==> src/rtl/core/bfcp_pkg.sv <==
// Package: shared constants, reply codes and the parser result type.
package bfcp_pkg;

  localparam int unsigned BufDepth = 10;
  localparam int unsigned CntW     = $clog2(BufDepth + 1);
  localparam int unsigned IdxW     = $clog2(BufDepth);

  localparam logic [7:0] ChOpen  = 8'h7B;
  localparam logic [7:0] ChClose = 8'h7D;
  localparam logic [7:0] ChP     = 8'h50;
  localparam logic [7:0] ChI     = 8'h49;
  localparam logic [7:0] ChN     = 8'h4E;
  localparam logic [7:0] ChS     = 8'h53;
  localparam logic [7:0] ChO     = 8'h4F;
  localparam logic [7:0] ChF     = 8'h46;
  localparam logic [7:0] ChL     = 8'h4C;
  localparam logic [7:0] ChE     = 8'h45;
  localparam logic [7:0] ChA     = 8'h41;
  localparam logic [7:0] ChD     = 8'h44;
  localparam logic [7:0] ChC     = 8'h43;
  localparam logic [7:0] ChZero  = 8'h30;
  localparam logic [7:0] ChOne   = 8'h31;

  typedef enum logic [2:0] {
    ReplyNone  = 3'd0,
    ReplyOn    = 3'd1,
    ReplyOff   = 3'd2,
    ReplyAdc   = 3'd3,
    ReplyError = 3'd4
  } reply_e;

  typedef struct packed {
    logic       has_result;
    reply_e     reply;
    logic [1:0] pin_levels;
  } bfcp_res_t;

endpackage

==> src/rtl/core/brace_framed_command_parser_core.sv <==
// Top level: input register, frame parser and output register.
// A result is written to the output register when its item leaves the input register.
// Throughput: one item per cycle; the input stage advances whenever the item
// gives no result or the output register is empty or being drained.
// Reset: asynchronous, active low; clears both stage valids, the frame state,
// the byte count, the payload buffer and the pin levels.
module brace_framed_command_parser_core (
  input  logic       clk_i,
  input  logic       rst_ni,
  input  logic       s_axis_tvalid_i,
  output logic       s_axis_tready_o,
  input  logic [7:0] s_axis_tdata_i,   // [7:0] rx_byte
  output logic       m_axis_tvalid_o,
  input  logic       m_axis_tready_i,
  output logic [7:0] m_axis_tdata_o    // [2:0] reply, [4:3] pin_levels, [7:5] zero
);
  import bfcp_pkg::*;

  logic       in_valid_q;
  logic [7:0] in_byte_q;
  logic       out_valid_q;
  reply_e     out_reply_q;
  logic [1:0] out_pins_q;
  logic       out_free, fire, take_in;
  bfcp_res_t  res;

  bfcp_parser u_parser (
    .clk_i  (clk_i),
    .rst_ni (rst_ni),
    .fire_i (fire),
    .byte_i (in_byte_q),
    .res_o  (res)
  );

  assign out_free        = !out_valid_q || m_axis_tready_i;
  assign fire            = in_valid_q && (!res.has_result || out_free);
  assign s_axis_tready_o = !in_valid_q || fire;
  assign take_in         = s_axis_tvalid_i && s_axis_tready_o;

  always_ff @(posedge clk_i or negedge rst_ni) begin
    if (!rst_ni) begin
      in_valid_q  <= 1'b0;
      out_valid_q <= 1'b0;
    end else begin
      if (take_in) begin
        in_valid_q <= 1'b1;
      end else if (fire) begin
        in_valid_q <= 1'b0;
      end
      if (fire && res.has_result) begin
        out_valid_q <= 1'b1;
      end else if (m_axis_tready_i) begin
        out_valid_q <= 1'b0;
      end
    end
  end

  always_ff @(posedge clk_i) begin
    if (take_in) begin
      in_byte_q <= s_axis_tdata_i;
    end
    if (fire && res.has_result) begin
      out_reply_q <= res.reply;
      out_pins_q  <= res.pin_levels;
    end
  end

  assign m_axis_tvalid_o = out_valid_q;
  assign m_axis_tdata_o  = {3'b000, out_pins_q, out_reply_q};

  a_reply_range: assert property (@(posedge clk_i) disable iff (!rst_ni)
    out_valid_q |-> (out_reply_q == ReplyNone) || (out_reply_q == ReplyOn) ||
                    (out_reply_q == ReplyOff) || (out_reply_q == ReplyAdc) ||
                    (out_reply_q == ReplyError))
    else $error("result holds an undefined reply code");

  a_in_hold: assert property (@(posedge clk_i) disable iff (!rst_ni)
    in_valid_q && !fire |=> in_valid_q && $stable(in_byte_q))
    else $error("stalled input stage lost its item");

  a_no_overwrite: assert property (@(posedge clk_i) disable iff (!rst_ni)
    fire && res.has_result |-> out_free)
    else $error("result written over a pending result");

endmodule

==> src/rtl/core/bfcp_parser.sv <==
// Frame parser: frame state, payload buffer, pin state and command decode.
module bfcp_parser (
  input  logic                 clk_i,
  input  logic                 rst_ni,
  input  logic                 fire_i,
  input  logic [7:0]           byte_i,
  output bfcp_pkg::bfcp_res_t  res_o
);
  import bfcp_pkg::*;

  logic             in_frame_q, in_frame_d;
  logic [CntW-1:0]  count_q, count_d;
  logic [1:0]       pins_q, pins_d;
  logic [7:0]       buf_q [BufDepth];

  logic       is_open, is_close, is_store, is_ovf;
  logic       pin_cmd, adc_cmd, pin_known;
  logic [1:0] mask;
  reply_e     dec_reply;
  logic [1:0] dec_pins;

  always_comb begin
    pin_cmd   = (buf_q[0] == ChP) && (buf_q[1] == ChI) && (buf_q[2] == ChN);
    adc_cmd   = (buf_q[0] == ChL) && (buf_q[1] == ChE) && (buf_q[2] == ChA) &&
                (buf_q[3] == ChD) && (buf_q[4] == ChC);
    pin_known = (buf_q[3] == ChZero) || (buf_q[3] == ChOne);
    mask      = (buf_q[3] == ChZero) ? 2'b01 : 2'b10;
    dec_reply = ReplyNone;
    dec_pins  = pins_q;
    if (pin_cmd) begin
      if (pin_known) begin
        if (buf_q[4] == ChS) begin
          dec_reply = ((pins_q & mask) != 2'b00) ? ReplyOn : ReplyOff;
        end else if ((buf_q[4] == ChO) && (buf_q[5] == ChN)) begin
          dec_pins = pins_q | mask;
        end else if ((buf_q[4] == ChO) && (buf_q[5] == ChF) && (buf_q[6] == ChF)) begin
          dec_pins = pins_q & ~mask;
        end
      end
    end else if (adc_cmd) begin
      dec_reply = ReplyAdc;
    end
  end

  always_comb begin
    is_open  = (byte_i == ChOpen) && !in_frame_q;
    is_close = !is_open && (byte_i == ChClose) && in_frame_q;
    is_store = !is_open && !is_close && in_frame_q &&
               (count_q < CntW'(BufDepth));
    is_ovf   = !is_open && !is_close && !is_store &&
               (count_q >= CntW'(BufDepth));

    in_frame_d = in_frame_q;
    count_d    = count_q;
    pins_d     = pins_q;
    res_o.has_result = is_close || is_ovf;
    res_o.reply      = ReplyNone;
    res_o.pin_levels = pins_q;
    if (is_open) begin
      in_frame_d = 1'b1;
      count_d    = '0;
    end else if (is_close) begin
      in_frame_d       = 1'b0;
      pins_d           = dec_pins;
      res_o.reply      = dec_reply;
      res_o.pin_levels = dec_pins;
    end else if (is_store) begin
      count_d = count_q + CntW'(1);
    end else if (is_ovf) begin
      in_frame_d  = 1'b0;
      count_d     = '0;
      res_o.reply = ReplyError;
    end
  end

  always_ff @(posedge clk_i or negedge rst_ni) begin
    if (!rst_ni) begin
      in_frame_q <= 1'b0;
      count_q    <= '0;
      pins_q     <= 2'b00;
    end else if (fire_i) begin
      in_frame_q <= in_frame_d;
      count_q    <= count_d;
      pins_q     <= pins_d;
    end
  end

  always_ff @(posedge clk_i or negedge rst_ni) begin
    if (!rst_ni) begin
      buf_q <= '{default: '0};
    end else if (fire_i && is_store) begin
      buf_q[count_q[IdxW-1:0]] <= byte_i;
    end
  end

  a_count_bound: assert property (@(posedge clk_i) disable iff (!rst_ni)
    count_q <= CntW'(BufDepth))
    else $error("byte count above buffer depth");

  a_ovf_clears: assert property (@(posedge clk_i) disable iff (!rst_ni)
    fire_i && is_ovf |=> (count_q == '0) && !in_frame_q)
    else $error("overflow did not clear frame state");

  a_open_enters: assert property (@(posedge clk_i) disable iff (!rst_ni)
    fire_i && is_open |=> in_frame_q && (count_q == '0))
    else $error("opening brace did not start a frame");

endmodule

==> config.mk <==
export PLATFORM = sky130hd
export DESIGN_NAME = brace_framed_command_parser_core
export DESIGN_NICKNAME = d
export VERILOG_FILES = /design/src/rtl/core/bfcp_pkg.sv /design/src/rtl/core/brace_framed_command_parser_core.sv /design/src/rtl/core/bfcp_parser.sv
export SDC_FILE = /design/constraint.sdc
export NUM_CORES = 1
export LEC_CHECK = 0
export BUFFER_PORTS_ARGS = -buffer_cell sky130_fd_sc_hd__buf_4
export CORE_MARGIN = 8
export CORE_UTILIZATION = 55
export DETAILED_ROUTE_END_ITERATION = 7
export PLACE_DENSITY_LB_ADDON = 0.1
export SLEW_MARGIN = 20
export SYNTH_ARGS = -nofsm -noshare
export SYNTH_HDL_FRONTEND = slang
export SYNTH_SLANG_ARGS = --single-unit
==> constraint.sdc <==
create_clock -name clk_i -period 3.1 [get_ports clk_i]
set_clock_uncertainty 0.05 [all_clocks]
set_input_delay 0.155 -clock clk_i [delete_from_list [all_inputs] [get_ports clk_i]]
set_output_delay 0.155 -clock clk_i [all_outputs]
set_load 0.005 [all_outputs]
==> impl_metrics.yaml, run 1 <==
critical_path:
  start_kind: "register"
  reg2reg_depth: 6
  reg2reg_from: "u_parser.count_q[1]"
  cp.required_ns: 3.06
  crit_fanout: 9
  regToRegSetupSlack_ns: 0.64
  crit_type: "register to register"
  timing.rr.end: "in_byte_q[5]"
  crit_path_end_kind: "register"
  crit_arrival_ns: 2.42
synth:
  synthSimpleGateAreaFrac_pct: 16.4
  ys_ff_latch: 78
  yosysTopAreaCellShare_pct: 46.4
  synth_area_leader_cell: "dfrtp_1"
  synth-edff-count: 13
  synth_top_family_by_area: "simple AND/OR/NAND/NOR gates"
  synth_cell_types: 47
  async_reset_ff_share_pct: 83.3
  avgSynthCellArea_sq_um: 13.0
  synth_xor_xnor_area_share_pct: 0
  synth_fa_ha_area_share_pct: 1.43
  ys_seq_area_share_pct: 57.6
  synth-compound-area-share_pct: 5.86
  synth_warnings: 0
  synth_mux_area_share_pct: 16.4
  syn_inst: 270
  syn_area_sq_mm: 0.00350
  synth_area_leaders: "dfrtp_1, mux2_2, edfxtp_1, nand2_1, o21ai_0"
  synthFlopType: "dfrtp_1"
cts:
  cts_sinks: 78
  cts_buffer_depth: 2
  cts.hold.buffers_added: 10
  cts_setup_buffers: 0
  insertion_delay_ns: 0.35
  cts_max_level: 3
  cts_buffers: 9
  postCtsResizedCells: 0
  root_buffer: "clkbuf_8"
  clk_pin_slew_worst_paths_ns: 0.07
  cts_tree: "yes"
sta:
  slew_viol_final: 0
  period_needed_ns: 2.46
  hold_viol_final: 0
  slew_headroom_pct: 46.0
  rsz0062_at_grt: "no"
  tightest_slew_ns: 0.809
  fin_crit_sh_pct: 79.3
  setup_viol: 0
  fin_setup_tns_ns: 0
  max_clock_freq_mhz: 407
min_path:
  whs_path_depth: 3
  hold_end: "m_axis_tvalid_o"
  hp-start: "m_axis_tready_i"
  min_path_type: "input port to register"
flow_run:
  cap_viol_max_count: 0
floorplanning:
  fp.dieH_um: 95.8
  core-area_sq_mm: 0.00624
  start_util_pct: 56.2
  rows: 29
  die_width_um: 95.8
  die-area_sq_mm: 0.00918
  io_pins: 22
final_layout:
  design_area_sq_mm: 0.00403
  antenna_cells: 0
  layout-drive-gt1-share_pct: 32.2
  syn_to_final_growth_pct: 15.1
  fin_nets: 318
detailed_routing:
  drc: 0
  via_per_inst: 5.84
  wl_per_cell_um: 18.5
  drtIter0Drc: 191
  vias: 2242
  postRouteWirelength_um: 7110
  first_pass_iters: 5
  antenna_left: 0
pwr:
  p_leak_nw: 1.85
  ir_drop_v: 0.000502
  p_per_area_mw_per_mm2: 687
  total_power_mw: 2.77
global_route:
  grt_overflow_total: 0
  grt_pass1_wl_um: 12000
  grt_pass1_vias: 2262
  grt_max_degree: 66
  grt_usage_pct: 17.6
  antenna_found_initial: 0
place:
  place.gp.congestion: 0.848
  hpwlAfterDp_um: 4760
  io_buffers: 18
  postPlaceCellArea_sq_mm: 0.00369
outcome:
  status: "completed"
-- registers in the layout (all words and copies together), names as in the netlist --
register / count
u_parser.count_q: 4
in_valid_q: 1
in_byte_q: 8
out_pins_q: 2
u_parser.in_frame_q: 1
u_parser.pins_q: 2
u_parser.buf_q: 56
out_reply_q: 3
m_axis_tvalid_o: 1
-- worst max-delay path by stage --
stage          slack [ns]            to                 from  cells after the start
2_1_floorplan        0.92  in_byte_q[0]  u_parser.count_q[0]                      7
3_3_place_gp         0.76  in_byte_q[5]  u_parser.count_q[0]                      7
3_5_place_dp         0.67  in_byte_q[4]  u_parser.count_q[0]                      7
4_1_cts              0.63  in_byte_q[4]  u_parser.count_q[1]                      6
5_1_grt              0.45  in_byte_q[0]  u_parser.count_q[1]                      6
6_report             0.64  in_byte_q[5]  u_parser.count_q[1]                      6
-- routing by layer --
metal  vias up  wire length, um  GRT usage [%]  part of all wire [%]
li1       1064                -              -                     -
met1      1108             3370           24.1                    47
met2        58             3270           26.1                    46
met3        12              321           3.04                   4.5
met4         0              146           9.48                   2.1
met5         -                0              0                     0
-- cell usage after synthesis (2+ instances only) --
cell      instances
nand4_1           8
ha_1              4
dfrtp_1          65
nor4bb_1          2
and3_1            4
o211ai_1          2
nand3_2           6
and4b_1           2
nand2_1          19
and2_1            2
nor4b_1           3
nor2_1           11
and4_1            2
inv_1             5
buf_4             3
clkbuf_1          2
buf_2             3
a21oi_1           3
o31ai_1           3
nand2b_1          2
nor3b_1           2
nor4_1            4
o21ai_1           2
nand3_1           5
and4bb_2          2
nor2b_1           6
or3_1             2
edfxtp_1         13
mux2_2           50
nor3_1            2
nor4b_2           2
o41ai_1           2
o21ai_0          13
-- power by group --
group | internal (mW) | switching (mW) | total [mW]
logic | 0.241 | 0.221 | 0.462
registers | 1.23 | 0.157 | 1.38
clock network | 0.538 | 0.384 | 0.922
-- through the flow --
step	utilization, %	hold slack, ns	instances	setup WS, ns
2_1_floorplan	-	-0.191	272	0.916
3_3_place_gp	59.1	0.251	358	0.756
3_5_place_dp	59.1	0.252	358	0.667
4_1_cts	64.6	0.0645	384	0.632
5_1_grt	64.6	0.0875	384	0.451
6_report	64.6	0.0855	384	0.641
-- cell families after synthesis --
logic type | count (synthesis)
AO/OA/AOI/OAI | 31
multiplexers | 51
flip-flops | 78
AND/OR/NAND/NOR | 90
buffers and inverters | 15
other | 1
adder cells (fa/ha/maj) | 4
-- worst max-delay path, cell delays in order, from the launching register on --
cell      delay [ns]
dfrtp_1         0.48
ha_1            0.28
nor2b_1         0.15
o31ai_1         0.34
a21oi_1         0.15
o211ai_1        0.28
and2_1          0.40
-- placed cells by master, fill, tap and decap left out, types with 2 or more instances in the layout --
cell type	netlist	layout
conb_1	1	3
o21ai_1	2	2
nor2b_1	6	6
or3_1	2	2
o31ai_1	3	3
nor3b_1	2	2
bufinv_16	0	3
edfxtp_1	13	13
clkbuf_8	0	9
nand3_2	6	6
nand3_1	5	5
ha_1	4	4
nor4_1	4	4
inv_1	5	5
nand4_1	8	8
o21ai_0	13	13
dlygate4sd3_1	0	10
mux2_2	50	50
dfrtp_1	65	65
a21oi_1	3	3
buf_4	3	19
nor4bb_1	2	2
and4bb_2	2	2
and4b_1	2	2
nand2b_1	2	2
nor2_1	11	11
nand2_1	19	19
nor4b_2	2	2
nor3_1	2	2
o211ai_1	2	2
and4_1	2	2
and3_1	4	4
nor4b_1	3	3
and2_1	2	2
o41ai_1	2	2
-- cell type report --
cell class | count | area (sq um)
Clock buffer | 9 | 124
Clock inverter | 7 | 119
Fill cell | 454 | 2210
Inverter | 5 | 18.8
Multi-Input combinational cell | 179 | 1420
Sequential cell | 78 | 2020
Tap cell | 77 | 96.3
Timing Repair Buffer | 29 | 243
(Power assumes the default switching activity.)
==> run 2, diff against run 1 <==
- CORE_UTILIZATION: 55 -> 54
- clock period: 3.1 -> 2.1 ns (I/O delays scaled with it)
==> run 2 against run 1 <==
- the run now ends with negative setup slack left
- core utilization rose by 2.9 points
- combinational power rose by 95%
- global-route usage rose by 0.41 points
- critical path type unchanged
- largest cell class unchanged
- largest power group unchanged
==> impl_metrics.yaml, run 2 (synthesis results as in run 1) <==
place:
  postPlaceCellArea_sq_mm: 0.00383
  hpwlAfterDp_um: 5040
  io_buffers: 18
  place_inst: 376
  dp_slack_ns: -0.0520
  place.gp.congestion: 0.870
floorplanning:
  die-area_sq_mm: 0.00932
  fp.dieH_um: 96.6
  start_util_pct: 55.5
  rows: 29
  io_pins: 22
  core-area_sq_mm: 0.00631
  die_width_um: 96.6
critical_path:
  max_stage_delay_ns: 0.61
  cp.required_ns: 2.33
  path_cells: "and4bb_2, nand4_1, or4_4, or3_4, o21ai_1"
  worst-path-buf-inv: 0
  worstSetupPathDepth: 5
  crit_path_end_kind: "register"
  crit_fanout: 6
  reg2reg_depth: 5
  crit_family: "simple AND/OR/NAND/NOR gates"
  crit_type: "register to register"
  start_kind: "register"
  slowest_stage: "or4_4"
  crit_arrival_ns: 2.36
sta:
  setup_viol: 2
  fin_ws_ns: -0.0316
  hold-worst-slack_ns: 0.0386
  hold_viol_final: 0
  rsz0062_at_grt: "yes"
  max_clock_freq_mhz: 469
  tightest_slew_ns: 0.813
  period_needed_ns: 2.13
  fin_crit_sh_pct: 102
  slew_viol_final: 0
  slew_headroom_pct: 45.8
detailed_routing:
  via_per_inst: 5.85
  vias: 2381
  highest_layer: "met4"
  postRouteWirelength_um: 7520
  first_pass_iters: 4
  wl_per_cell_um: 18.5
  wl_met3_um: 346
  antenna_left: 0
  wl_met1_um: 3450
  drc: 0
  drtIter0Drc: 134
  dr_wl_met2_um: 3610
global_route:
  antenna_found_initial: 0
  grt_max_degree: 66
  grt_usage_pct: 18.0
  grt_overflow_total: 0
  grt_pass1_vias: 2467
  grt_pass1_wl_um: 12500
cts:
  cts_sinks: 78
  clk_pin_slew_worst_paths_ns: 0.08
  cts_tree: "yes"
  root_buffer: "clkbuf_8"
  cts_buffer_depth: 2
  cts_max_level: 3
  cts_buffers: 9
  insertion_delay_ns: 0.35
final_layout:
  fin_nets: 341
  reg_top3: "u_parser.buf_q x56, in_byte_q x8, u_parser.count_q x4"
  largest_reg_flops: 56
  syn_to_final_growth_pct: 21.7
  antenna_cells: 0
  final_cells: 407
  largest_register: "u_parser.buf_q"
  design_area_sq_mm: 0.00426
  final_cell_mix: "dfrtp_1, mux2_2, buf_4"
  layout-drive-gt1-share_pct: 42.1
  layout_commonest_cell: "dfrtp_1"
pwr:
  p_leak_nw: 1.95
  p_per_area_mw_per_mm2: 951
  switching_share_pct: 29.7
  ir_drop_v: 0.000513
  total_power_mw: 4.06
  p_comb_share_pct: 22.2
  switching_power_mw: 1.20
  p_int_mw: 2.85
  p_clk_share_pct: 27.8
  power_frac_seq_pct: 50.0
min_path:
  whs_path_depth: 3
  min_path_type: "input port to register"
flow_run:
  cap_viol_max_count: 0
outcome:
  violations: "negative setup slack"
  status: "finished, violations left"
==> run 2: cell count changes in the layout (fill, tap and decap cells not counted), moves of 2 or more <==
| cell | before | now |
|---|---|---|
| buf_4 | 19 | 41 |
| o31ai_1 | 3 | 0 |
| bufinv_16 | 3 | 1 |
| nor2_1 | 11 | 9 |
| nor2_2 | 0 | 2 |
| o31ai_2 | 0 | 2 |
| or3_1 | 2 | 0 |
| or3_4 | 0 | 2 |
==> run 2: layout make-up <==
cell class                      count  area [sq um]
Inverter                            5          18.8
Clock buffer                       10           128
Multi-Input combinational cell    179          1520
Tap cell                           77          96.3
Sequential cell                    78          2020
Fill cell                         485          2050
Clock inverter                      6          67.6
Timing Repair Buffer               52           419
==> run 2: routing by layer <==
metal | track usage (%) | vias to the layer above
met5 | 0 | -
met4 | 7.19 | 0
met3 | 3.94 | 9
met2 | 28.2 | 44
met1 | 23.8 | 1217
li1 | - | 1111
==> run 2: power groups by stage <==
stage | combinational [mW] | sequential [mW] | clock (mW)
2_1_floorplan | 0.530 | 1.99 | 0
3_3_place_gp | 0.767 | 2.02 | 0
3_5_place_dp | 0.782 | 2.03 | 0
4_1_cts | 0.860 | 2.01 | 1.15
5_1_grt | 0.997 | 2.07 | 1.22
6_report | 0.899 | 2.03 | 1.13
==> run 2: timing repair <==
item                                    4_1_cts  5_1_grt
buffers inserted                              2        4
endpoints found under the setup margin       10       14
pin swaps                                     3       12
hold buffers                                 10        0
gates resized for setup                       8       15
endpoints found under the hold margin        74        0
==> run 2: tightest hold or removal path, cell delays in order <==
cell	delay [ns]
buf_4	0.08
nand2b_1	0.15
nand2_1	0.07
==> run 2: final timing paths <==
| kind | from | to | slack [ns] |
|---|---|---|---|
| setup / recovery | u_parser.buf_q[50] | u_parser.pins_q[1] | -0.03 |
| hold / removal | m_axis_tready_i | m_axis_tvalid_o | 0.04 |
| setup reg to reg | u_parser.buf_q[50] | u_parser.pins_q[1] | -0.03 |
| hold reg to reg | u_parser.buf_q[41] | u_parser.buf_q[41] | 0.43 |
| max in group asynchronous | rst_ni | u_parser.buf_q[59] | 1.12 |
| min in group asynchronous | rst_ni | u_parser.pins_q[1] | 0.34 |
==> run 2: stage by stage <==
step / util, % / setup TNS, ns
2_1_floorplan: - / 0
3_3_place_gp: 60.6 / 0
3_5_place_dp: 60.6 / -0.123
4_1_cts: 66.1 / -0.00131
5_1_grt: 67.5 / -0.324
6_report: 67.5 / -0.0435
